$ cat src/rtl/core/epcp_pkg.sv
// Package with the item types, codes and keyword constants of the command parser.
`timescale 1ns / 1ps

package epcp_pkg;

	typedef struct packed {
		logic [7:0] in_char;
		logic       end_of_line;
	} byte_item_t;

	typedef struct packed {
		logic       kind;
		logic [1:0] arg_field;
		logic [7:0] arg_pos;
		logic [7:0] arg_char;
		logic [2:0] command;
		logic       valid_res;
		logic       final_res;
	} result_t;

	typedef struct packed {
		logic    first_v;
		result_t first;
		logic    second_v;
		result_t second;
	} push_t;

	localparam logic KIND_CHAR    = 1'b0;
	localparam logic KIND_SUMMARY = 1'b1;

	localparam logic [2:0] CMD_INVALID = 3'd0;

	localparam int NUM_KEYWORDS = 7;
	localparam int KW_MAXLEN    = 9;

	localparam logic [7:0] CH_NUL     = 8'h00;
	localparam logic [7:0] CH_NEWLINE = 8'h0A;
	localparam logic [7:0] CH_BSLASH  = 8'h5C;
	localparam logic [7:0] CH_BAR     = 8'h7C;
	localparam logic [7:0] CH_N       = 8'h6E;

	localparam logic [71:0] KW_REGISTER  = {"REGISTER", 8'h00};
	localparam logic [71:0] KW_LIST      = {"LIST", 40'h0};
	localparam logic [71:0] KW_INFO      = {"INFO", 40'h0};
	localparam logic [71:0] KW_STATUS    = {"STATUS", 24'h0};
	localparam logic [71:0] KW_MSG       = {"MSG", 48'h0};
	localparam logic [71:0] KW_BROADCAST = "BROADCAST";
	localparam logic [71:0] KW_QUIT      = {"QUIT", 40'h0};

	function automatic logic [3:0] kw_len(input logic [2:0] k);
		logic [3:0] r;
		case (k)
			3'd0: r = 4'd8;
			3'd1: r = 4'd4;
			3'd2: r = 4'd4;
			3'd3: r = 4'd6;
			3'd4: r = 4'd3;
			3'd5: r = 4'd9;
			3'd6: r = 4'd4;
			default: r = 4'd0;
		endcase
		return r;
	endfunction

	function automatic logic [7:0] kw_char(input logic [2:0] k, input logic [3:0] idx);
		logic [71:0] w;
		logic [7:0]  r;
		case (k)
			3'd0: w = KW_REGISTER;
			3'd1: w = KW_LIST;
			3'd2: w = KW_INFO;
			3'd3: w = KW_STATUS;
			3'd4: w = KW_MSG;
			3'd5: w = KW_BROADCAST;
			3'd6: w = KW_QUIT;
			default: w = '0;
		endcase
		r = 8'h00;
		for (int i = 0; i < KW_MAXLEN; i++) begin
			if (idx == 4'(i)) begin
				r = w[71 - 8 * i -: 8];
			end
		end
		return r;
	endfunction

endpackage

$ cat src/rtl/core/epcp_stream_if.sv
// Valid/ready channel interface that carries one item of a given payload type.
`timescale 1ns / 1ps

interface epcp_stream_if #(parameter type payload_t = logic [7:0]);
	logic     valid;
	logic     ready;
	payload_t data;

	modport source (output valid, output data, input ready);
	modport sink (input valid, input data, output ready);
endinterface

$ cat src/rtl/core/epcp_parse_core.sv
// Parser state and the per-byte escape, field, keyword and summary logic.
`timescale 1ns / 1ps

module epcp_parse_core #(
	parameter int MAX_LINE_BYTES = 256
) (
	input  logic                     clk,
	input  logic                     arst_n,
	input  logic                     step,
	input  logic [7:0]               ch,
	input  logic                     eol,
	output epcp_pkg::push_t          push
);

	localparam int LEN_W = $clog2(MAX_LINE_BYTES);
	localparam logic [LEN_W-1:0] LEN_LIMIT = LEN_W'(MAX_LINE_BYTES - 1);

	logic             escape_q;
	logic [1:0]       field_q;
	logic             stopped_q;
	logic [LEN_W-1:0] len_q;
	logic [6:0]       cand_q;

	logic             escape_n;
	logic [1:0]       field_n;
	logic             stopped_n;
	logic [LEN_W-1:0] len_n;
	logic [6:0]       cand_n;

	logic             do_app;
	logic [7:0]       app_ch;
	logic [6:0]       cand_s;
	logic [2:0]       cmd;
	logic [31:0]      len_ext;
	logic [31:0]      len_n_ext;

	function automatic logic [6:0] prune(input logic [6:0] c, input logic [31:0] n);
		logic [6:0] r;
		r = '0;
		for (int k = 0; k < epcp_pkg::NUM_KEYWORDS; k++) begin
			if (c[k] && 32'(epcp_pkg::kw_len(3'(k))) == n) begin
				r[k] = 1'b1;
			end
		end
		return r;
	endfunction

	always_comb begin
		escape_n  = escape_q;
		field_n   = field_q;
		stopped_n = stopped_q;
		len_n     = len_q;
		cand_n    = cand_q;
		do_app    = 1'b0;
		app_ch    = ch;
		len_ext   = 32'(len_q);
		push      = '0;

		if (!stopped_q) begin
			if (escape_q) begin
				escape_n = 1'b0;
				if (ch == epcp_pkg::CH_NUL) begin
					stopped_n = 1'b1;
				end else begin
					do_app = 1'b1;
					app_ch = (ch == epcp_pkg::CH_N) ? epcp_pkg::CH_NEWLINE : ch;
				end
			end else if (ch == epcp_pkg::CH_NUL || ch == epcp_pkg::CH_NEWLINE) begin
				stopped_n = 1'b1;
			end else if (ch == epcp_pkg::CH_BSLASH) begin
				escape_n = 1'b1;
			end else if (ch == epcp_pkg::CH_BAR) begin
				if (field_q == 2'd0) begin
					cand_n = prune(cand_q, len_ext);
				end
				if (field_q >= 2'd2) begin
					stopped_n = 1'b1;
				end else begin
					field_n = field_q + 2'd1;
					len_n   = '0;
				end
			end else begin
				do_app = 1'b1;
			end
		end

		if (do_app && len_q < LEN_LIMIT) begin
			if (field_q == 2'd0) begin
				for (int k = 0; k < epcp_pkg::NUM_KEYWORDS; k++) begin
					cand_n[k] = cand_q[k]
						&& len_ext < 32'(epcp_pkg::kw_len(3'(k)))
						&& epcp_pkg::kw_char(3'(k), len_ext[3:0]) == app_ch;
				end
			end else begin
				push.first_v          = 1'b1;
				push.first.kind       = epcp_pkg::KIND_CHAR;
				push.first.arg_field  = field_q;
				push.first.arg_pos    = len_ext[7:0];
				push.first.arg_char   = app_ch;
			end
			len_n = len_q + LEN_W'(1);
		end

		len_n_ext = 32'(len_n);
		cand_s = (field_n == 2'd0) ? prune(cand_n, len_n_ext) : cand_n;
		cmd = epcp_pkg::CMD_INVALID;
		for (int k = epcp_pkg::NUM_KEYWORDS - 1; k >= 0; k--) begin
			if (cand_s[k]) begin
				cmd = 3'(k + 1);
			end
		end

		if (eol) begin
			if (push.first_v) begin
				push.second_v           = 1'b1;
				push.second.kind        = epcp_pkg::KIND_SUMMARY;
				push.second.command     = cmd;
				push.second.valid_res   = (cmd != epcp_pkg::CMD_INVALID);
				push.second.final_res   = 1'b1;
			end else begin
				push.first_v            = 1'b1;
				push.first.kind         = epcp_pkg::KIND_SUMMARY;
				push.first.command      = cmd;
				push.first.valid_res    = (cmd != epcp_pkg::CMD_INVALID);
				push.first.final_res    = 1'b1;
			end
		end
	end

	always_ff @(posedge clk or negedge arst_n) begin
		if (!arst_n) begin
			escape_q  <= 1'b0;
			field_q   <= 2'd0;
			stopped_q <= 1'b0;
			len_q     <= '0;
			cand_q    <= '1;
		end else if (step) begin
			if (eol) begin
				escape_q  <= 1'b0;
				field_q   <= 2'd0;
				stopped_q <= 1'b0;
				len_q     <= '0;
				cand_q    <= '1;
			end else begin
				escape_q  <= escape_n;
				field_q   <= field_n;
				stopped_q <= stopped_n;
				len_q     <= len_n;
				cand_q    <= cand_n;
			end
		end
	end

endmodule

$ cat src/rtl/core/epcp_result_fifo.sv
// Four-entry result queue that takes up to two items per cycle and sends one.
`timescale 1ns / 1ps

module epcp_result_fifo (
	input  logic                   clk,
	input  logic                   arst_n,
	input  logic                   push_en,
	input  epcp_pkg::push_t        push,
	output logic                   room,
	epcp_stream_if.source          results
);

	epcp_pkg::result_t entry_q [4];
	logic [1:0] wr_ptr_q;
	logic [1:0] rd_ptr_q;
	logic [2:0] count_q;
	logic       pop;
	logic       put0;
	logic       put1;

	assign room          = (count_q <= 3'd2);
	assign results.valid = (count_q != 3'd0);
	assign results.data  = entry_q[rd_ptr_q];
	assign pop           = results.valid && results.ready;
	assign put0          = push_en && push.first_v;
	assign put1          = push_en && push.second_v;

	always_ff @(posedge clk) begin
		if (put0) begin
			entry_q[wr_ptr_q] <= push.first;
		end
		if (put1) begin
			entry_q[wr_ptr_q + 2'd1] <= push.second;
		end
	end

	always_ff @(posedge clk or negedge arst_n) begin
		if (!arst_n) begin
			wr_ptr_q <= 2'd0;
			rd_ptr_q <= 2'd0;
			count_q  <= 3'd0;
		end else begin
			wr_ptr_q <= wr_ptr_q + 2'(put0) + 2'(put1);
			rd_ptr_q <= rd_ptr_q + 2'(pop);
			count_q  <= count_q + 3'(put0) + 3'(put1) - 3'(pop);
		end
	end

endmodule

$ cat src/rtl/core/escaped_pipe_command_parser_top.sv
// Top level of the escaped pipe command parser.
// The line_bytes channel takes one byte of a command line per item, with
// end_of_line set on the last byte. A backslash escapes the next byte, bars
// split up to three fields, and field 0 is matched against seven keywords.
// The results channel gives one item per decoded character of fields 1 and
// 2, at most MAX_LINE_BYTES-1 per field, and a summary item with the command
// code after the marked last byte. A byte item waits in an input register
// until the queue has room, then its results are written into a four-entry
// output queue, whose registered output shows the first of them.
// The parser takes one byte per cycle while the queue has room for two
// results, so the rate is one byte per cycle; a byte that yields both a
// character and a summary puts two items into the queue, sent one by one.
// When the receiver stalls, the queue fills and ready on line_bytes drops
// until results are taken again.
// Reset clears the parser state, the input register and the queue; the
// block accepts bytes as soon as reset is released.
`timescale 1ns / 1ps

module escaped_pipe_command_parser_top #(
	parameter int MAX_LINE_BYTES = 256
) (
	input  logic          clk,
	input  logic          arst_n,
	epcp_stream_if.sink   line_bytes,
	epcp_stream_if.source results
);

	logic                   valid_s1;
	logic [7:0]             char_s1;
	logic                   eol_s1;
	logic                   room;
	logic                   advance;
	epcp_pkg::push_t        push;
	epcp_pkg::byte_item_t   item;

	assign item             = line_bytes.data;
	assign advance          = valid_s1 && room;
	assign line_bytes.ready = !valid_s1 || room;

	always_ff @(posedge clk or negedge arst_n) begin
		if (!arst_n) begin
			valid_s1 <= 1'b0;
		end else if (line_bytes.ready) begin
			valid_s1 <= line_bytes.valid;
		end
	end

	always_ff @(posedge clk) begin
		if (line_bytes.ready && line_bytes.valid) begin
			char_s1 <= item.in_char;
			eol_s1  <= item.end_of_line;
		end
	end

	epcp_parse_core #(
		.MAX_LINE_BYTES(MAX_LINE_BYTES)
	) u_core (
		.clk    (clk),
		.arst_n (arst_n),
		.step   (advance),
		.ch     (char_s1),
		.eol    (eol_s1),
		.push   (push)
	);

	epcp_result_fifo u_fifo (
		.clk     (clk),
		.arst_n  (arst_n),
		.push_en (advance),
		.push    (push),
		.room    (room),
		.results (results)
	);

endmodule

$ cat src/flat_wrapper.sv
// flat-port wrapper written by rule: the top's interface ports become plain ports
module escaped_pipe_command_parser_top_flat import epcp_pkg::*;
#(
	parameter int MAX_LINE_BYTES = 256
)
  (clk, arst_n, line_bytes_valid, line_bytes_data, line_bytes_ready, results_valid, results_data, results_ready);
  epcp_stream_if #(.payload_t(byte_item_t)) line_bytes_i ();
  epcp_stream_if #(.payload_t(result_t)) results_i ();
  input  logic clk;
  input  logic arst_n;
  input wire logic [$bits(line_bytes_i.valid)-1:0] line_bytes_valid;
  input wire logic [$bits(line_bytes_i.data)-1:0] line_bytes_data;
  output wire logic [$bits(line_bytes_i.ready)-1:0] line_bytes_ready;
  output wire logic [$bits(results_i.valid)-1:0] results_valid;
  output wire logic [$bits(results_i.data)-1:0] results_data;
  input wire logic [$bits(results_i.ready)-1:0] results_ready;
  assign line_bytes_i.valid = line_bytes_valid;
  assign line_bytes_i.data = line_bytes_data;
  assign line_bytes_ready = line_bytes_i.ready;
  assign results_valid = results_i.valid;
  assign results_data = results_i.data;
  assign results_i.ready = results_ready;
  escaped_pipe_command_parser_top #(.MAX_LINE_BYTES(MAX_LINE_BYTES)) u_core (.clk(clk), .arst_n(arst_n), .line_bytes(line_bytes_i), .results(results_i));
endmodule
$ cat config.mk
export PLATFORM = sky130hd
export DESIGN_NAME = escaped_pipe_command_parser_top_flat
export DESIGN_NICKNAME = d
export VERILOG_FILES = /design/src/rtl/core/epcp_pkg.sv /design/src/rtl/core/epcp_stream_if.sv /design/src/rtl/core/epcp_parse_core.sv /design/src/rtl/core/epcp_result_fifo.sv /design/src/rtl/core/escaped_pipe_command_parser_top.sv /design/src/flat_wrapper.sv
export SDC_FILE = /design/constraint.sdc
export NUM_CORES = 1
export LEC_CHECK = 0
export BUFFER_PORTS_ARGS = -buffer_cell sky130_fd_sc_hd__buf_4
export CAP_MARGIN = 30
export CORE_MARGIN = 3
export CORE_UTILIZATION = 62
export DETAILED_ROUTE_END_ITERATION = 7
export PLACE_DENSITY = 0.81
export SETUP_SLACK_MARGIN = 0.3
export SLEW_MARGIN = 10
export SYNTH_ARGS = -nofsm -noshare
export SYNTH_HDL_FRONTEND = slang
export SYNTH_SLANG_ARGS = --single-unit
$ cat constraint.sdc
create_clock -name clk -period 4.6 [get_ports clk]
set_clock_uncertainty 0.1 [all_clocks]
set_input_delay 0.23 -clock clk [delete_from_list [all_inputs] [get_ports clk]]
set_output_delay 0.23 -clock clk [all_outputs]
set_load 0.01 [all_outputs]
# Yosys cells after proc, flatten, opt, wreduce, memory -nomap -nowiden
# Memories as Yosys holds them, arrays and structs flattened.
# Cells that the tools add are included.
[word_totals] reg_bits=36 ramBits=96 inputBits=13 out_inout_bits=26 wordCells=297 n_memories=1
[op_classes] n_addsub=9 magnitude_cmp=8 n_eq_ne=30 mux=194 n_reduce_logical=44
[mem_list] name="u_core.u_fifo.entry_q" depth=4 word_bits=24 rd=1 rd_ports_with_merged_regs=0 write_ports=2 line="epcp_result_fifo.sv:13" source="epcp_pkg::result_t entry_q [4];"
[ops] operator="8-bit two-way mux" count=82
[ops] operator="4-bit two-way mux" count=35
[ops] operator="7-bit two-way mux" count=18
[ops] operator="8-bit equality test" count=7
[ops] operator="4-bit by 8-bit equality test with 1-bit output" count=5
[ops] operator="8-bit by 4-bit less-than comparator with 1-bit output" count=5
[ops] operator="20-bit two-way mux" count=2
[ops] operator="1-bit two-way mux" count=38
[ops] operator="1-bit logical AND" count=34
[ops] operator="8-bit by 7-bit equality test with 1-bit output (second input constant)" count=3
[ops] operator="3-bit two-way mux" count=7
[ops] operator="2-bit two-way mux" count=9
[ops] operator="3-bit by 8-bit equality test with 1-bit output (first input constant)" count=2
[ops] operator="4-bit by 3-bit equality test with 1-bit output (second input constant)" count=4
[ops] operator="4-bit by 8-bit equality test with 1-bit output (first input constant)" count=2
[ops] operator="5-bit two-way mux" count=3
[ops] operator="8-bit by 1-bit adder with 8-bit output (second input constant)" count=1
[ops] operator="2-bit by 8-bit equality test with 1-bit output (first input constant)" count=1
[ops] operator="4-bit by 2-bit equality test with 1-bit output (second input constant)" count=2
[ops] operator="8-bit by 4-bit equality test with 1-bit output (second input constant)" count=1
[ops] operator="8-bit logical NOT" count=1
[ops] operator="8-bit less-than comparator (second input constant)" count=1
[ops] operator="2-bit by 1-bit adder with 2-bit output" count=3
[ops] operator="3-bit by 1-bit adder with 3-bit output" count=2
[ops] operator="other kinds (13)" count=17

# Longest topological paths before layout
# Gate-level depths: netlist (run 1).
[logic_depth] ltp_word=34 depth_mapped=14 mapped_depth_nobuf=12

# By module
# Synthesis (run 1) repeated with hierarchy kept, for this count alone.
[hier_totals] hier_cells=720 area_unflattened_um2=8615.8
[by_module_without_submodules] mod="epcp_result_fifo" instances=1 cells_each=275 area_per_inst_um2=5251.3 seq_area_each_um2=3057.9
[by_module_without_submodules] mod="epcp_parse_core" instances=1 cells_each=431 area_per_inst_um2=3034.2 seq_area_each_um2=484.2
[by_module_without_submodules] mod="escaped_pipe_command_parser_top" instances=1 cells_each=14 area_per_inst_um2=330.3 seq_area_each_um2=295.3

# Least setup slack after synthesis (run 1)
# Ideal clock, no wire load.
[synth_timing] path_kind="reg-to-reg" startpoint="register u_core.u_core.len_q[1]" endpoint="memory u_core.u_fifo.entry_q[0][4] (netlist name) (data pin)" setup_time_ns=0.255 arrival_ns=3.125 required_ns=4.245 path_slack_ns=1.120 stages_incl_launch_ff=15 path_buffers=2 period_less_slack_ns=3.480 path_cell_list="dfrtp_1 -> clkbuf_1 -> inv_1 -> ha_1 -> clkbuf_1 -> nor3b_1 -> o21ai_0 -> o31ai_1 -> xnor2_1 -> o31a_1 -> a2111oi_0 -> o21ai_1 -> inv_1 -> a211oi_2 -> and2_1"
[synth_rtl] item="start: declaration" line="epcp_parse_core.sv:21" source="logic [LEN_W-1:0] len_q;"
[synth_rtl] item="start signal: assignment" line="epcp_parse_core.sv:148" source="len_q <= len_n;"
[synth_rtl] item="end: declaration" line="epcp_result_fifo.sv:13"

==> results.txt, run 1 <==
outcome -> complete, no violations
Pleak -> 3.31 nW
Final Slew Violations -> 0
#FFs+latches synth -> 128
drt first pass iters -> 6
Worst setup SP type -> flop
die area -> 13400 µm²
Max Cap Viol -> 0
class of the worst hold path -> input port to flop
clk root buf -> clkbuf_16
Global Route Usage Sum -> 0.345
Starting Density -> 0.643
first-pass GRT wire length -> 36000 µm
Inserted Clock Buffers -> 17
Fmax -> 244 MHz
DR WL/cell -> 21.8 µm
final antenna-violating net count -> 0
nets -> 912
Starting DRT DRC Count -> 1157
crit path time final -> 4.10 ns
Mapped Area -> 7470 µm²
FFs w/ async S/R, synth -> 0.211
Mapped Avg Cell Area -> 8.75 µm²
largest net degree at the start of global routing -> 61
Core Region -> 11600 µm²
vias in the first global route -> 6903
TritonCTS clock tree -> done
Synthesis Warnings -> 0
Detailed Place HPWL -> 14900 µm
worst skew pair latency -> 0.41 ns
largest family of logic cells by synthesized area -> simple AND/OR/NAND/NOR gates
Synth Area in Simple Gates -> 0.237
ys flop type -> dfxtp_1
XOR/XNOR Fraction of Synth Area -> 0.0199
mux contribution to synthesized area -> 0.0789
num rows -> 39
initial antenna violation count -> 0
maximum vdd drop -> 0.662 mV
worst slew pin tran -> 0.664 ns
Residual DRC -> 0
Non-Filler Instances -> 1042
final wirelength -> 22700 µm
Placer Congestion -> 0.968
final core utilization -> 0.743
Post-Synthesis Cells -> 853
layout cell share with drive strength beyond 1 -> 0.178
clock-pin slew on the worst setup and hold paths -> 0.06 ns
CTS Buffer Depth -> 2
DR vias -> 7237
Slew headroom -> 0.546
CP endpoint kind -> flop
setup TNS -> 0 ns
Seq/Total Area, Yosys -> 0.401
DR vias/cell -> 6.95
worst setup path category -> flop to flop
final-report setup violation count -> 0
PwrDens -> 702 nW/µm²
Hold Violations, Final -> 0
EDFF count, synth -> 29
Die Ht -> 116 µm
WHS -> 0.139 ns
complex-gate fraction of the synthesized area -> 0.184
IO Pins -> 39
CP Data Required Time -> 4.78 ns
Netlist cell types -> 86
number of port buffers -> 38
chip width -> 116 µm
worst-path fanout max -> 16
global route overflow -> 0
Syn Nets -> 879
Area Overhead vs Synth -> 15.5%
Placed Cells -> 999
CTS resizes -> 0
number of diodes -> 0
Synth Area in Adders -> 0.0248
clk sinks -> 128
period utilization -> 0.892
arrival time worst endpoint -> 4.28 ns
RSZ-0062 raised after global routing -> false
H-tree levels -> 4
## sequential cells by signal, indices dropped and copies added, names as in the netlist, 2 cells and up
signal,flops
u_core.char_s1,8
u_core.u_core.cand_q,7
u_core.u_core.field_q,2
u_core.u_core.len_q,8
u_core.u_fifo.count_q,3
u_core.u_fifo.entry_q,92
u_core.u_fifo.rd_ptr_q,2
u_core.u_fifo.wr_ptr_q,2
## where the power goes
group	internal, mW	leakage (nW)	switching [mW]
Clock	0.804	0.280	0.534
Combinational	1.16	1.85	1.78
Sequential	1.50	1.19	0.283
Total	3.46	3.31	2.60
## worst max-delay path: stages, from the launching register on
cell and delay, ns:
edfxtp_1 0.65, nor4_1 0.53, nand3_1 0.27, and4b_1 0.31
o21ai_2 0.20, o221ai_1 0.30, or4b_4 0.65, o31ai_2 0.27
a21oi_1 0.13, a211oi_2 0.35, and2_1 0.18
## final timing paths
kind                                                           start                                   endpoint  slack [ns]  depth (start not counted)
setup reg to reg                         u_core.char_s1[2]$_DFFE_PP_      u_core.u_fifo.entry_q[3][4]$_DFFE_PP_        0.50                         10
min in group asynchronous                                     arst_n         u_core.u_core.len_q[0]$_DFFE_PN0P_        0.18                          2
setup / recovery                         u_core.char_s1[2]$_DFFE_PP_      u_core.u_fifo.entry_q[3][4]$_DFFE_PP_        0.50                         10
hold / removal                                         results_ready        u_core.u_fifo.rd_ptr_q[0]$_DFF_PN0_        0.14                          3
max in group asynchronous                                     arst_n        u_core.u_core.cand_q[6]$_DFFE_PN1P_        3.90                          2
hold reg to reg            u_core.u_fifo.entry_q[3][12]$_SDFFE_PP0P_  u_core.u_fifo.entry_q[3][12]$_SDFFE_PP0P_        0.35                          2
## what timing repair did
action                                 in CTS  in global routing
hold buffers                               11                  0
buffers inserted                            0                  0
endpoints found under the hold margin      37                  0
setup endpoints to repair                   0                  0
## layout make-up
| type | instances | area (µm²) |
|---|---|---|
| Multi-Input combinational cell | 629 | 4080 |
| Sequential cell | 128 | 3000 |
| Fill cell | 814 | 2990 |
| Timing Repair Buffer | 83 | 683 |
| Clock buffer | 17 | 425 |
| Tap cell | 143 | 179 |
| Clock inverter | 15 | 160 |
| Inverter | 27 | 101 |
## layer usage
layer,track usage,part of all wire,vias up,wire (µm)
li1,-,-,3163,-
met1,0.464,0.38,3471,8720
met2,0.556,0.48,525,11000
met3,0.0721,0.10,78,2380
met4,0.128,0.028,0,641
met5,0,0,-,0
## stage by stage
stage          total power, mW  worst slack (ns)  instance area [µm²]
3_5_place_dp              4.61             0.735                 7930
5_1_grt                   6.36             0.340                 8620
3_3_place_gp              4.48             0.758                 7900
2_1_floorplan             3.67              1.12                 7470
4_1_cts                   5.98             0.676                 8620
6_report                  6.06             0.499                 8620
## Yosys cell counts (4+ instances only)
master	n	area, µm²
mux4_2	23	518
nand2_1	121	454
dfxtp_1	72	1440
and2_1	11	68.8
clkbuf_1	48	180
nor2_1	44	165
o21ai_0	40	200
buf_1	7	26.3
xnor2_1	9	78.8
edfxtp_1	29	871
a211oi_1	4	30.0
nor4_1	9	56.3
o22ai_1	5	31.3
and3_1	6	37.5
buf_4	6	45.0
or3_1	4	25.0
o21a_1	4	30.0
dfrtp_1	20	500
a31oi_1	7	43.8
buf_2	6	30.0
mux2i_1	6	60.1
nand3_1	75	375
a21oi_1	99	495
nand2b_1	12	75.1
xor2_1	8	70.1
dfstp_2	7	184
nor4b_1	4	35.0
inv_1	27	101
ha_1	10	125
nand3b_1	4	30.0
nand4_1	7	43.8
nor2b_1	9	56.3
o21ai_1	4	20.0
o2111ai_1	4	35.0
o31ai_1	9	67.6
nor3_1	18	90.1
## cells in the final DEF, fill, tap and decap left out, types with 5 or more instances in the layout
| cell | instances |
|---|---|
| and2_1 | 11 |
| nand3_1 | 75 |
| clkbuf_16 | 17 |
| xnor2_1 | 9 |
| o31ai_1 | 9 |
| nor2_1 | 43 |
| buf_4 | 70 |
| nand2_1 | 121 |
| dfstp_2 | 7 |
| a31oi_1 | 7 |
| o22ai_1 | 5 |
| edfxtp_1 | 29 |
| dfrtp_1 | 20 |
| and3_1 | 6 |
| nand2b_1 | 12 |
| dfxtp_1 | 72 |
| ha_1 | 10 |
| a21oi_1 | 99 |
| o21ai_0 | 40 |
| inv_1 | 27 |
| xor2_1 | 8 |
| nor4_1 | 9 |
| nor2b_1 | 9 |
| dlygate4sd3_1 | 11 |
| nor3_1 | 17 |
| nand4_1 | 7 |
| mux2i_1 | 6 |
| mux4_2 | 23 |
## logic make-up (layout without fill, tap and decap cells)
group	Yosys count	after routing
XOR/XNOR	17	17
buffers and inverters	96	142
AND/OR/NAND/NOR	348	348
adder cells (fa/ha/maj)	13	13
AO/OA/AOI/OAI	221	221
flip-flops	128	128
multiplexers	30	30
Power figures use the tool's default switching activity.
==> run 2: changes to the inputs <==
--- a/config.mk
+++ b/config.mk
@@ -10,6 +10,7 @@
 export CORE_MARGIN = 3
 export CORE_UTILIZATION = 62
 export DETAILED_ROUTE_END_ITERATION = 7
+export MAX_ROUTING_LAYER = met4
 export PLACE_DENSITY = 0.81
 export SETUP_SLACK_MARGIN = 0.3
 export SLEW_MARGIN = 10
==> run 2 against run 1 <==
Against the previous run:
- global-route usage rose by 1.8 points
- non-clock buffer count rose by 4
- clock-buffer cell count rose by 1
- largest cell class unchanged
- worst setup slack improved by 0.11 ns
- critical endpoint is now u_core.u_fifo.entry_q[0][3]$_DFFE_PP_
- utilization rose by 0.78 points
==> results.txt, run 2 (synthesized netlist as in run 1, its figures left out) <==
outcome -> complete, no violations (unchanged)
DR vias -> 7060 (was 7237)
first-pass GRT wire length -> 36400 µm (was 36000 µm)
Detailed Place HPWL -> 14500 µm (was 14900 µm)
crit-path max cell delay -> 0.71 ns (was 0.65 ns)
Placer Congestion -> 1.00 (was 0.968)
worst-path fanout max -> 16 (unchanged)
TritonCTS clock tree -> done (unchanged)
Worst setup SP type -> flop (unchanged)
vias in the first global route -> 6872 (was 6903)
PwrDens -> 718 nW/µm² (was 702 nW/µm²)
worst setup path category -> flop to flop (unchanged)
worst skew pair latency -> 0.42 ns (was 0.41 ns)
worst slew pin tran -> 0.752 ns (was 0.664 ns)
clk sinks -> 128 (unchanged)
die area -> 13400 µm² (unchanged)
period utilization -> 0.868 (was 0.892)
final wirelength -> 22900 µm (was 22700 µm)
CP Data Required Time -> 4.71 ns (was 4.78 ns)
Slew headroom -> 0.499 (was 0.546)
most common cell after layout, fill and taps aside -> nand2_1 (unchanged)
layout cell share with drive strength beyond 1 -> 0.181 (was 0.178)
arrival time worst endpoint -> 4.10 ns (was 4.28 ns)
num rows -> 39 (unchanged)
WHS -> 0.115 ns (was 0.139 ns)
initial antenna violation count -> 0 (unchanged)
largest net degree at the start of global routing -> 61 (unchanged)
IO Pins -> 39 (unchanged)
global route overflow -> 0 (unchanged)
Pleak -> 3.37 nW (was 3.31 nW)
number of port buffers -> 38 (unchanged)
Pwr Total -> 6.26 mW (was 6.06 mW)
Starting Density -> 0.643 (unchanged)
CP Cell Sequence -> and4b_4 > nand4b_2 > and4b_1 > o21ai_2 > o221ai_1 > or4b_4 > o21ai_1 > a21boi_2 > a21oi_1 > nor3_1 (was nor4_1 > nand3_1 > and4b_1 > o21ai_2 > o221ai_1 > or4b_4 > o31ai_2 > a21oi_1 > a211oi_2 > and2_1)
CP endpoint kind -> flop (unchanged)
Area Overhead vs Synth -> 16.7% (was 15.5%)
Fmax -> 251 MHz (was 244 MHz)
Die Ht -> 116 µm (unchanged)
slowest CP cell -> edfxtp_1 (unchanged)
maximum vdd drop -> 0.656 mV (was 0.662 mV)
Hold Violations, Final -> 0 (unchanged)
Placed Cells -> 998 (was 999)
drt first pass iters -> 5 (was 6)
final-report setup violation count -> 0 (unchanged)
Starting DRT DRC Count -> 1099 (was 1157)
Global Route Usage Sum -> 0.363 (was 0.345)
biggest regs -> u_core.u_fifo.entry_q: 92 flops, u_core.char_s1: 8 flops, u_core.u_core.len_q: 8 flops (unchanged)
Non-Filler Instances -> 1046 (was 1042)
Max Cap Viol -> 0 (unchanged)
RSZ-0062 raised after global routing -> false (unchanged)
Core Region -> 11600 µm² (unchanged)
Residual DRC -> 0 (unchanged)
crit path time final -> 3.99 ns (was 4.10 ns)
number of diodes -> 0 (unchanged)
final antenna-violating net count -> 0 (unchanged)
Largest register FFs -> 92 (unchanged)
DR vias/cell -> 6.75 (was 6.95)
nets -> 916 (was 912)
DR WL/cell -> 21.9 µm (was 21.8 µm)
chip width -> 116 µm (unchanged)
class of the worst hold path -> input port to flop (unchanged)
Top reg by flops -> u_core.u_fifo.entry_q (unchanged)
Inserted Clock Buffers -> 17 (unchanged)
H-tree levels -> 4 (unchanged)
most frequent cells in the layout -> nand2_1, a21oi_1, nand3_1, buf_4, dfxtp_1 (was nand2_1, a21oi_1, nand3_1, dfxtp_1, buf_4)
CTS Buffer Depth -> 2 (unchanged)
clock-pin slew on the worst setup and hold paths -> 0.06 ns (about the same)
Final Slew Violations -> 0 (unchanged)
setup TNS -> 0 ns (unchanged)
clk root buf -> clkbuf_16 (unchanged)
==> run 2: critical path, delay by kind of cell, from the launching register on <==
kind             cells  cell delay, ns
AO/OA/AOI/OAI        5            1.11
flip-flops           1            0.71
AND/OR/NAND/NOR      5            1.84
==> run 2: cell type report <==
cell class	count	area, µm²
Fill cell	824	2900
Sequential cell	128	3000
Clock inverter	14	235
Tap cell	143	179
Multi-Input combinational cell	629	4080
Timing Repair Buffer	87	688
Inverter	27	101
Clock buffer	18	429
==> run 2: repair_timing <==
item,CTS,global route
hold buffers,11,0
endpoints found under the hold margin,37,0
buffers inserted,0,5
gates resized for setup,0,1
endpoints found under the setup margin,0,1
==> run 2: per-stage QoR <==
step                cell area, µm²  setup WS, ns   util
detailed placement            7900         0.737  0.680
global placement              7880         0.716  0.679
global route                  8710         0.351  0.750
finish                        8710         0.608  0.750
floorplan                     7470          1.12      -
CTS                           8670         0.710  0.746
==> run 2: power by group <==
group / switching, mW / internal, mW / leakage (nW)
clock network: 0.510 / 1.02 / 0.320
registers: 0.280 / 1.50 / 1.19
logic: 1.80 / 1.15 / 1.86
total: 2.59 / 3.66 / 3.37
==> run 2: final timing paths <==
check	start	to	slack (ns)	cells past startpoint
max in group asynchronous	arst_n	u_core.u_core.cand_q[4]$_DFFE_PN1P_	3.89	2
setup reg to reg	u_core.char_s1[2]$_DFFE_PP_	u_core.u_fifo.entry_q[0][3]$_DFFE_PP_	0.61	10
hold / removal	results_ready	u_core.u_fifo.rd_ptr_q[0]$_DFF_PN0_	0.11	3
setup / recovery	u_core.char_s1[2]$_DFFE_PP_	u_core.u_fifo.entry_q[0][3]$_DFFE_PP_	0.61	10
min in group asynchronous	arst_n	u_core.u_core.len_q[5]$_DFFE_PN0P_	0.18	2
hold reg to reg	u_core.u_fifo.entry_q[3][10]$_SDFFE_PP0P_	u_core.u_fifo.entry_q[3][10]$_SDFFE_PP0P_	0.35	2
==> run 2: metal layers <==
metal | vias to the layer above | GRT usage | share of wire
li1 | 3179 | - | -
met1 | 3384 | 0.473 | 0.39
met2 | 434 | 0.570 | 0.48
met3 | 63 | 0.0773 | 0.10
met4 | 0 | 0.121 | 0.023
met5 | - | - | 0
